## src/hw/rtl/u16dec_pkg.sv

```systemverilog
`timescale 1ns / 1ps
`default_nettype none

package u16dec_pkg;

    localparam int unsigned CP_W  = 21;
    localparam int unsigned CNT_W = 32;
    localparam int unsigned CFG_W = 32;
    localparam int unsigned IDX_W = 2;

    localparam logic [15:0]     SURR_MASK = 16'hFC00;
    localparam logic [15:0]     LOW_SURR  = 16'hDC00;
    localparam logic [15:0]     HIGH_SURR = 16'hD800;
    localparam logic [CP_W-1:0] SUPP_BASE = 21'h10000;
    localparam logic [7:0]      BOM_FF    = 8'hFF;
    localparam logic [7:0]      BOM_FE    = 8'hFE;

    localparam logic [1:0] MODE_AUTO = 2'd0;
    localparam logic [1:0] MODE_LE   = 2'd1;
    localparam logic [1:0] MODE_BE   = 2'd2;

    localparam logic [IDX_W-1:0] CFG_DECODE_MODE   = 2'd0;
    localparam logic [IDX_W-1:0] CFG_DEFAULT_ORDER = 2'd1;
    localparam logic [IDX_W-1:0] CFG_STRIP_BOM     = 2'd2;
    localparam logic [IDX_W-1:0] CFG_CHAR_LIMIT    = 2'd3;

    typedef enum logic [1:0] {
        ST_CHAR     = 2'd0,
        ST_LOW_SURR = 2'd1,
        ST_BAD_PAIR = 2'd2,
        ST_ODD_BYTE = 2'd3
    } t_status;

    typedef struct packed {
        logic [7:0] data_byte;
        logic       end_of_stream;
    } t_in;

    typedef struct packed {
        logic [CP_W-1:0] code_point;
        t_status         status;
        logic            limit_hit;
    } t_out;

    typedef struct packed {
        logic [1:0]       decode_mode;
        logic             default_order;
        logic             strip_bom_fixed;
        logic [CNT_W-1:0] char_limit;
    } t_cfg;

    typedef struct packed {
        logic [7:0]       held_byte;
        logic             byte_phase;
        logic [9:0]       high_half;
        logic             pair_pending;
        logic             active_order;
        logic             at_stream_start;
        logic [CNT_W-1:0] chars_emitted;
        logic             error_hold;
    } t_state;

endpackage

`default_nettype wire

```

## src/hw/rtl/u16dec_step.sv

```systemverilog
`timescale 1ns / 1ps
`default_nettype none

module u16dec_step (
    input  var u16dec_pkg::t_cfg   i_cfg,
    input  var u16dec_pkg::t_state i_state,
    input  var u16dec_pkg::t_in    i_item,
    output u16dec_pkg::t_state     o_state,
    output logic                   o_res_valid,
    output u16dec_pkg::t_out       o_res
);

    logic        is_auto;
    logic        start_order;
    logic        bom_le;
    logic        bom_be;
    logic        consume;
    logic        order;
    logic [15:0] unit;
    logic        unit_low;
    logic        unit_high;
    logic [u16dec_pkg::CNT_W-1:0] cnt_inc;
    logic        eos;

    assign eos     = i_item.end_of_stream;
    assign is_auto = (i_cfg.decode_mode != u16dec_pkg::MODE_LE) &&
                     (i_cfg.decode_mode != u16dec_pkg::MODE_BE);
    assign start_order = (i_cfg.decode_mode == u16dec_pkg::MODE_LE) ? 1'b0 :
                         (i_cfg.decode_mode == u16dec_pkg::MODE_BE) ? 1'b1 :
                         i_cfg.default_order;
    assign bom_le = (i_state.held_byte == u16dec_pkg::BOM_FF) &&
                    (i_item.data_byte == u16dec_pkg::BOM_FE);
    assign bom_be = (i_state.held_byte == u16dec_pkg::BOM_FE) &&
                    (i_item.data_byte == u16dec_pkg::BOM_FF);

    always_comb begin
        consume = 1'b0;
        if (is_auto) begin
            consume = bom_le || bom_be;
        end else if (i_cfg.strip_bom_fixed) begin
            consume = ((i_cfg.decode_mode == u16dec_pkg::MODE_LE) && bom_le) ||
                      ((i_cfg.decode_mode == u16dec_pkg::MODE_BE) && bom_be);
        end
    end

    always_comb begin
        if (i_cfg.decode_mode == u16dec_pkg::MODE_LE) begin
            order = 1'b0;
        end else if (i_cfg.decode_mode == u16dec_pkg::MODE_BE) begin
            order = 1'b1;
        end else if (i_state.at_stream_start) begin
            order = bom_le ? 1'b0 : (bom_be ? 1'b1 : start_order);
        end else begin
            order = i_state.active_order;
        end
    end

    assign unit      = order ? {i_state.held_byte, i_item.data_byte}
                             : {i_item.data_byte, i_state.held_byte};
    assign unit_low  = (unit & u16dec_pkg::SURR_MASK) == u16dec_pkg::LOW_SURR;
    assign unit_high = (unit & u16dec_pkg::SURR_MASK) == u16dec_pkg::HIGH_SURR;
    assign cnt_inc   = i_state.chars_emitted + 1'b1;

    always_comb begin
        o_state     = i_state;
        o_res_valid = 1'b0;
        o_res       = '{code_point: '0, status: u16dec_pkg::ST_CHAR, limit_hit: 1'b0};

        if (i_state.error_hold) begin
            // drop bytes until end of stream
        end else if (!i_state.byte_phase) begin
            if (eos) begin
                o_res_valid  = 1'b1;
                o_res.status = u16dec_pkg::ST_ODD_BYTE;
            end else begin
                o_state.held_byte  = i_item.data_byte;
                o_state.byte_phase = 1'b1;
            end
        end else begin
            o_state.byte_phase = 1'b0;
            if (i_state.at_stream_start) begin
                o_state.at_stream_start = 1'b0;
                o_state.active_order    = order;
            end
            if (!(i_state.at_stream_start && consume)) begin
                if (i_state.pair_pending) begin
                    o_state.pair_pending = 1'b0;
                    o_state.high_half    = '0;
                    o_res_valid          = 1'b1;
                    if (unit_low) begin
                        o_res.code_point = u16dec_pkg::SUPP_BASE +
                                           {1'b0, i_state.high_half, unit[9:0]};
                    end else begin
                        o_res.status = u16dec_pkg::ST_BAD_PAIR;
                    end
                end else if (unit_low) begin
                    o_res_valid  = 1'b1;
                    o_res.status = u16dec_pkg::ST_LOW_SURR;
                end else if (unit_high) begin
                    o_state.high_half    = unit[9:0];
                    o_state.pair_pending = 1'b1;
                    if (eos) begin
                        o_res_valid  = 1'b1;
                        o_res.status = u16dec_pkg::ST_BAD_PAIR;
                    end
                end else begin
                    o_res_valid      = 1'b1;
                    o_res.code_point = {5'd0, unit};
                end

                if (o_res_valid) begin
                    if (o_res.status == u16dec_pkg::ST_CHAR) begin
                        o_state.chars_emitted = cnt_inc;
                        if ((i_cfg.char_limit != '0) && (cnt_inc == i_cfg.char_limit)) begin
                            o_res.limit_hit       = 1'b1;
                            o_state.chars_emitted = '0;
                        end
                    end else if (!eos) begin
                        o_state.error_hold = 1'b1;
                    end
                end
            end
        end

        if (eos) begin
            o_state.held_byte       = '0;
            o_state.byte_phase      = 1'b0;
            o_state.high_half       = '0;
            o_state.pair_pending    = 1'b0;
            o_state.at_stream_start = 1'b1;
            o_state.chars_emitted   = '0;
            o_state.error_hold      = 1'b0;
        end
    end

endmodule

`default_nettype wire

```

## src/hw/rtl/utf16_stream_decoder_core.sv

```systemverilog
`timescale 1ns / 1ps
`default_nettype none

// Byte-serial UTF-16 decoder: takes one byte per cycle while o_stall is low, pairs bytes into 16-bit
// units in little or big endian order (picked by a leading byte order mark in
// auto mode), joins surrogate pairs and gives at most one result per byte, registered
// and shown in the cycle after the byte is taken. The rate is one byte per cycle while o_stall
// is low, set by the single stream state register that each byte updates. The result register
// lets the next byte enter while a result waits; o_stall rises only while a
// result is held and the consumer stalls. After an error, bytes are dropped
// until the byte that marks end of stream. Write configuration only while idle.

module utf16_stream_decoder_core (
    input  var logic                                i_clk,
    input  var logic                                i_rst_n,
    input  var logic                                i_cfg_we,
    input  var logic [u16dec_pkg::IDX_W-1:0]        i_cfg_idx,
    input  var logic [u16dec_pkg::CFG_W-1:0]        i_cfg_wdata,
    input  var logic                                i_valid,
    output logic                                    o_stall,
    input  var u16dec_pkg::t_in                     i_data,
    output logic                                    o_valid,
    input  var logic                                i_stall,
    output u16dec_pkg::t_out                        o_data
);

    u16dec_pkg::t_cfg   r_cfg;
    u16dec_pkg::t_state r_state;
    u16dec_pkg::t_state n_state;
    logic               r_out_valid;
    u16dec_pkg::t_out   r_out;
    logic               res_valid;
    u16dec_pkg::t_out   res;
    logic               accept;

    assign o_stall = r_out_valid && i_stall;
    assign accept  = i_valid && !o_stall;
    assign o_valid = r_out_valid;
    assign o_data  = r_out;

    u16dec_step u_step (
        .i_cfg       (r_cfg),
        .i_state     (r_state),
        .i_item      (i_data),
        .o_state     (n_state),
        .o_res_valid (res_valid),
        .o_res       (res)
    );

    always_ff @(posedge i_clk) begin
        if (!i_rst_n) begin
            r_cfg <= '{decode_mode: u16dec_pkg::MODE_AUTO, default_order: 1'b0,
                       strip_bom_fixed: 1'b0, char_limit: '0};
        end else if (i_cfg_we) begin
            case (i_cfg_idx)
                u16dec_pkg::CFG_DECODE_MODE:   r_cfg.decode_mode     <= i_cfg_wdata[1:0];
                u16dec_pkg::CFG_DEFAULT_ORDER: r_cfg.default_order   <= i_cfg_wdata[0];
                u16dec_pkg::CFG_STRIP_BOM:     r_cfg.strip_bom_fixed <= i_cfg_wdata[0];
                u16dec_pkg::CFG_CHAR_LIMIT:    r_cfg.char_limit      <= i_cfg_wdata;
                default: begin
                end
            endcase
        end
    end

    always_ff @(posedge i_clk) begin
        if (!i_rst_n) begin
            r_state <= '{held_byte: '0, byte_phase: 1'b0, high_half: '0,
                         pair_pending: 1'b0, active_order: 1'b0,
                         at_stream_start: 1'b1, chars_emitted: '0, error_hold: 1'b0};
        end else if (accept) begin
            r_state <= n_state;
        end
    end

    always_ff @(posedge i_clk) begin
        if (!i_rst_n) begin
            r_out_valid <= 1'b0;
        end else if (accept && res_valid) begin
            r_out_valid <= 1'b1;
        end else if (!i_stall) begin
            r_out_valid <= 1'b0;
        end
    end

    always_ff @(posedge i_clk) begin
        if (accept && res_valid) begin
            r_out <= res;
        end
    end

    a_stall_only_when_full: assert property (@(posedge i_clk) disable iff (!i_rst_n)
        o_stall |-> o_valid)
        else $error("stall raised with empty result register");

    a_error_clean: assert property (@(posedge i_clk) disable iff (!i_rst_n)
        (o_valid && o_data.status != u16dec_pkg::ST_CHAR) |->
            (o_data.code_point == '0 && !o_data.limit_hit))
        else $error("error result carries data");

    a_no_surrogate_out: assert property (@(posedge i_clk) disable iff (!i_rst_n)
        (o_valid && o_data.status == u16dec_pkg::ST_CHAR) |->
            !(o_data.code_point[20:16] == 5'd0 && o_data.code_point[15:11] == 5'b11011))
        else $error("surrogate code emitted as char");

    a_limit_restart: assert property (@(posedge i_clk) disable iff (!i_rst_n)
        (accept && res_valid && res.limit_hit) |=> (r_state.chars_emitted == '0))
        else $error("char count not restarted after limit");

    a_hold_idle: assert property (@(posedge i_clk) disable iff (!i_rst_n)
        r_state.error_hold |-> (!r_state.byte_phase && !r_state.pair_pending))
        else $error("error hold with partial unit pending");

endmodule

`default_nettype wire

```

## config.mk

```make
export PLATFORM = sky130hd
export DESIGN_NAME = utf16_stream_decoder_core
export DESIGN_NICKNAME = d
export VERILOG_FILES = /design/src/hw/rtl/u16dec_pkg.sv /design/src/hw/rtl/u16dec_step.sv /design/src/hw/rtl/utf16_stream_decoder_core.sv
export SDC_FILE = /design/constraint.sdc
export NUM_CORES = 1
export LEC_CHECK = 0
export ABC_AREA = 1
export BUFFER_PORTS_ARGS = -buffer_cell sky130_fd_sc_hd__buf_2
export CORE_AREA = 2 2 161 163
export CTS_CLUSTER_DIAMETER = 50
export DETAILED_ROUTE_END_ITERATION = 16
export DIE_AREA = 0 0 163 165
export REMOVE_ABC_BUFFERS = 1
export SETUP_SLACK_MARGIN = 0.1
export SLEW_MARGIN = 40
export SYNTH_ARGS = -nofsm -noshare
export SYNTH_HDL_FRONTEND = slang
export SYNTH_SLANG_ARGS = --single-unit
```

## constraint.sdc

```tcl
create_clock -name i_clk -period 3.6 [get_ports i_clk]
set_clock_uncertainty 0.05 [all_clocks]
set_input_delay 0.72 -clock i_clk [delete_from_list [all_inputs] [get_ports i_clk]]
set_output_delay 0.72 -clock i_clk [all_outputs]
set_load 0.01 [all_outputs]
```

==> results.rst <==
.. list-table::
   :header-rows: 1

   * - Metric
     - Value
   * - CP Max Fanout
     - 19
   * - Clock latency on the worst-skew pair
     - 0.42 ns
   * - Power Density
     - 463 nW/um^2
   * - Most heavily used metal layer in global routing
     - met2
   * - Pin count of the biggest net entering global routing
     - 65
   * - Die boundary width
     - 163 um
   * - Initial Util
     - 28.8%
   * - Die span in y
     - 165 um
   * - Sequential area share after synthesis
     - 35.6%
   * - Synthesized-area fraction occupied by adder cells
     - 0.695%
   * - Inserted Diodes
     - 0
   * - Required time at the endpoint of the critical path
     - 3.86 ns
   * - Routed Wire Length
     - 20800 um
   * - Std-Cell Core Area
     - 25000 sq um
   * - Critical path endpoint category
     - register
   * - Reported max-cap violation count
     - 0
   * - Synthesis-to-layout area growth
     - 17.1%
   * - Syn_area_per_cell
     - 6.27 sq um
   * - Delay of the slowest cell on the worst path
     - 0.40 ns
   * - Share of the synthesized netlist area taken by xor and xnor gates
     - 2.33%
   * - Synth unique cells
     - 39
   * - CTS Root Buffer Type
     - clkbuf_16
   * - Post-Layout Inst Area
     - 8440 sq um
   * - Post-DP HPWL
     - 15200 um
   * - Critical path data arrival time
     - 3.43 ns
   * - Worst Max-Slew Pin Slew
     - 0.613 ns
   * - Most frequent cells in the layout
     - nand2_1, nor2_1, inv_1
   * - Wire length of the first global-routing pass
     - 34200 um
   * - Run status
     - finished, final reports clean
   * - Number of hold-slack violations in the final timing report
     - 0
   * - CTS tree
     - yes
   * - Cells along the critical path
     - ha_1 -> nand3_2 -> inv_1 -> nand2_1 -> nor2_1 -> nand2_1 -> o21ai_0 -> nand3_1 -> nand2_1 -> nand2_1 -> nor2_1 -> nand2_1 -> nor3_4 -> buf_4 -> nor2_1 -> nor2_1 -> nor2_1
   * - Final worst path period need
     - 3.17 ns
   * - Number of detailed-routing iterations run before antenna repair
     - 8
   * - Global-route met1 utilization
     - 20.9%
   * - Category of the worst setup path launch point
     - register
   * - Gr ovfl total
     - 0
   * - Met3 capacity usage during global routing
     - 2.86%
   * - Post-synthesis instance area
     - 7210 sq um
   * - Share of synthesized cell area in and, or, nand and nor gates
     - 39.9%
   * - Number of nets in the final layout
     - 1265
   * - Die Footprint
     - 26900 sq um
   * - Cells after synthesis
     - 1150
   * - Post-detailed-placement cell area
     - 7860 sq um
   * - Number of vias after detailed routing
     - 7302
   * - Global router's overall resource usage
     - 16.0%
   * - Routability-driven placement congestion ratio
     - 0.952
   * - Antenna violations before repair
     - 1
   * - Number of pins exceeding their max-slew limit in the final report
     - 0
   * - Yosys reg bits
     - 116
   * - Buffers on Ports
     - 73
   * - Number of rows in the core area
     - 58
   * - Post-DR vias/cell
     - 4.69
   * - Buffers inserted by post-CTS timing repair
     - 0
   * - Total of warnings raised by yosys
     - 0
   * - Hold bufs inserted after CTS
     - 0
   * - DRT antenna net count
     - 0
   * - Worst hold path type
     - reg2reg
   * - Vias in the first global route
     - 6894
   * - Setup slack of the worst register-to-register path
     - 0.43 ns
   * - Peak clock frequency supported by timing
     - 316 MHz
   * - Post-route DRC
     - 0
   * - Leakage power summed over all cells
     - 3.74 nW
   * - Max rail drop VDD
     - 0.000228 V
   * - Met2 Usage GRT
     - 26.8%
   * - Number of top-level pins
     - 74
   * - Critical-path cell with the highest stage delay
     - dfxtp_1
   * - Most common cell after layout, fill and taps aside
     - nand2_1
   * - H-tree depth
     - 4
   * - Deepest clock path buffer count
     - 2
   * - Clock sink total
     - 116
   * - Layout cells sized above 1
     - 11.7%
   * - RSZ-0062 raised after global routing
     - false
   * - CP top delay family
     - simple AND/OR/NAND/NOR gates
   * - Clock-pin slew on the worst setup and hold paths
     - 0.06 ns
   * - Share of the synthesized area in compound gates (AO/OA/AOI/OAI)
     - 11.0%
   * - Gates resized, CTS repair
     - 0
   * - Buf+Inv Stages, Crit Path
     - 2
   * - Post-DR wirelength/cell
     - 13.3 um
   * - Tcrit/Tclk final
     - 88.0%
   * - Number of buffers inserted during clock tree synthesis
     - 17
   * - First-iteration detailed-routing DRC count
     - 490
   * - Max_slew headroom
     - 59.0%
   * - Combinational family with the most area after synthesis
     - simple AND/OR/NAND/NOR gates
   * - Setup violations, final
     - 0
   * - Final sum of negative setup slack
     - 0 ns
   * - Mux cell area share after synthesis
     - 0%
   * - CP Class
     - reg2reg
flip-flops by register name (all words and copies together) (netlist names):
name and flops:
r_cfg 36, o_valid 1, r_state 55, o_data 24
kinds of logic after synthesis:
logic type               Yosys count
buffers and inverters            182
AO/OA/AOI/OAI                    150
XOR/XNOR                          16
flip-flops                       116
AND/OR/NAND/NOR                  682
adder cells (fa/ha/maj)            4
cell usage after synthesis, drive strengths merged:
master | n | area (sq um)
or2 | 1 | 6.26
a21boi | 1 | 7.51
xor2 | 14 | 123
nor3 | 12 | 71.3
nand4 | 13 | 81.3
nor2 | 235 | 910
o31ai | 1 | 7.51
a21oi | 68 | 340
buf | 14 | 133
clkbuf | 27 | 101
nor4 | 2 | 12.5
xnor3 | 2 | 45.0
nand3 | 103 | 538
a31oi | 2 | 12.5
clkinv | 1 | 3.75
o2111ai | 1 | 8.76
o32ai | 1 | 8.76
nor3b | 3 | 22.5
a211oi | 8 | 60.1
nand2 | 312 | 1220
a21o | 1 | 7.51
o21ai | 66 | 330
inv | 140 | 526
o211ai | 1 | 7.51
nand3b | 1 | 7.51
ha | 4 | 50.1
dfxtp | 92 | 1840
edfxtp | 24 | 721
worst register-to-register path, delay by kind of cell (launching register included):
| kind | cells | cell delay [ns] |
|---|---|---|
| AOI/OAI and AO/OA | 1 | 0.27 |
| DFF | 1 | 0.40 |
| and+or+nand+nor | 13 | 1.64 |
| buffers and inverters | 2 | 0.44 |
| adders and majority gates | 1 | 0.25 |
worst paths after layout:
path                                               from                  endpoint  cells past startpoint
worst max-delay path            r_state[1]$_SDFFE_PN0P_  r_state[18]$_SDFFE_PN0P_                     17
worst min-delay path             r_cfg[35]$_SDFFE_PN0P_    r_cfg[35]$_SDFFE_PN0P_                      2
worst max register to register  r_state[1]$_SDFFE_PN0P_  r_state[18]$_SDFFE_PN0P_                     17
worst min register to register   r_cfg[35]$_SDFFE_PN0P_    r_cfg[35]$_SDFFE_PN0P_                      2
area by class of cell:
class,count,area [sq um]
Clock buffer,17,425
Clock inverter,15,158
Fill cell,2764,16600
Inverter,141,529
Multi-Input combinational cell,852,3900
Sequential cell,116,2560
Tap cell,330,413
Timing Repair Buffer,85,455
power by group:
| part | total (mW) | internal (mW) | switching (mW) |
|---|---|---|---|
| Sequential | 1.51 | 1.43 | 0.0792 |
| Clock | 1.69 | 1.02 | 0.672 |
| Combinational | 0.702 | 0.236 | 0.465 |
per-stage QoR:
step | power, mW | hold WS (ns) | setup WS (ns) | cells | util (%)
floorplan | 2.00 | 0.401 | 0.259 | 1109 | -
global placement | 2.23 | 0.419 | 0.405 | 1524 | 31.3
detailed placement | 2.23 | 0.431 | 0.309 | 1524 | 31.4
CTS | 3.93 | 0.440 | 0.483 | 1556 | 33.7
global route | 4.11 | 0.453 | 0.200 | 1556 | 33.7
finish | 3.91 | 0.438 | 0.432 | 1556 | 33.7
metal layers:
layer	share of wire, %	vias up
li1	-	3773
met1	48	3305
met4	1.9	0
met3	4.6	38
met5	0	-
met2	46	186
Power figures use the tool's default switching activity.
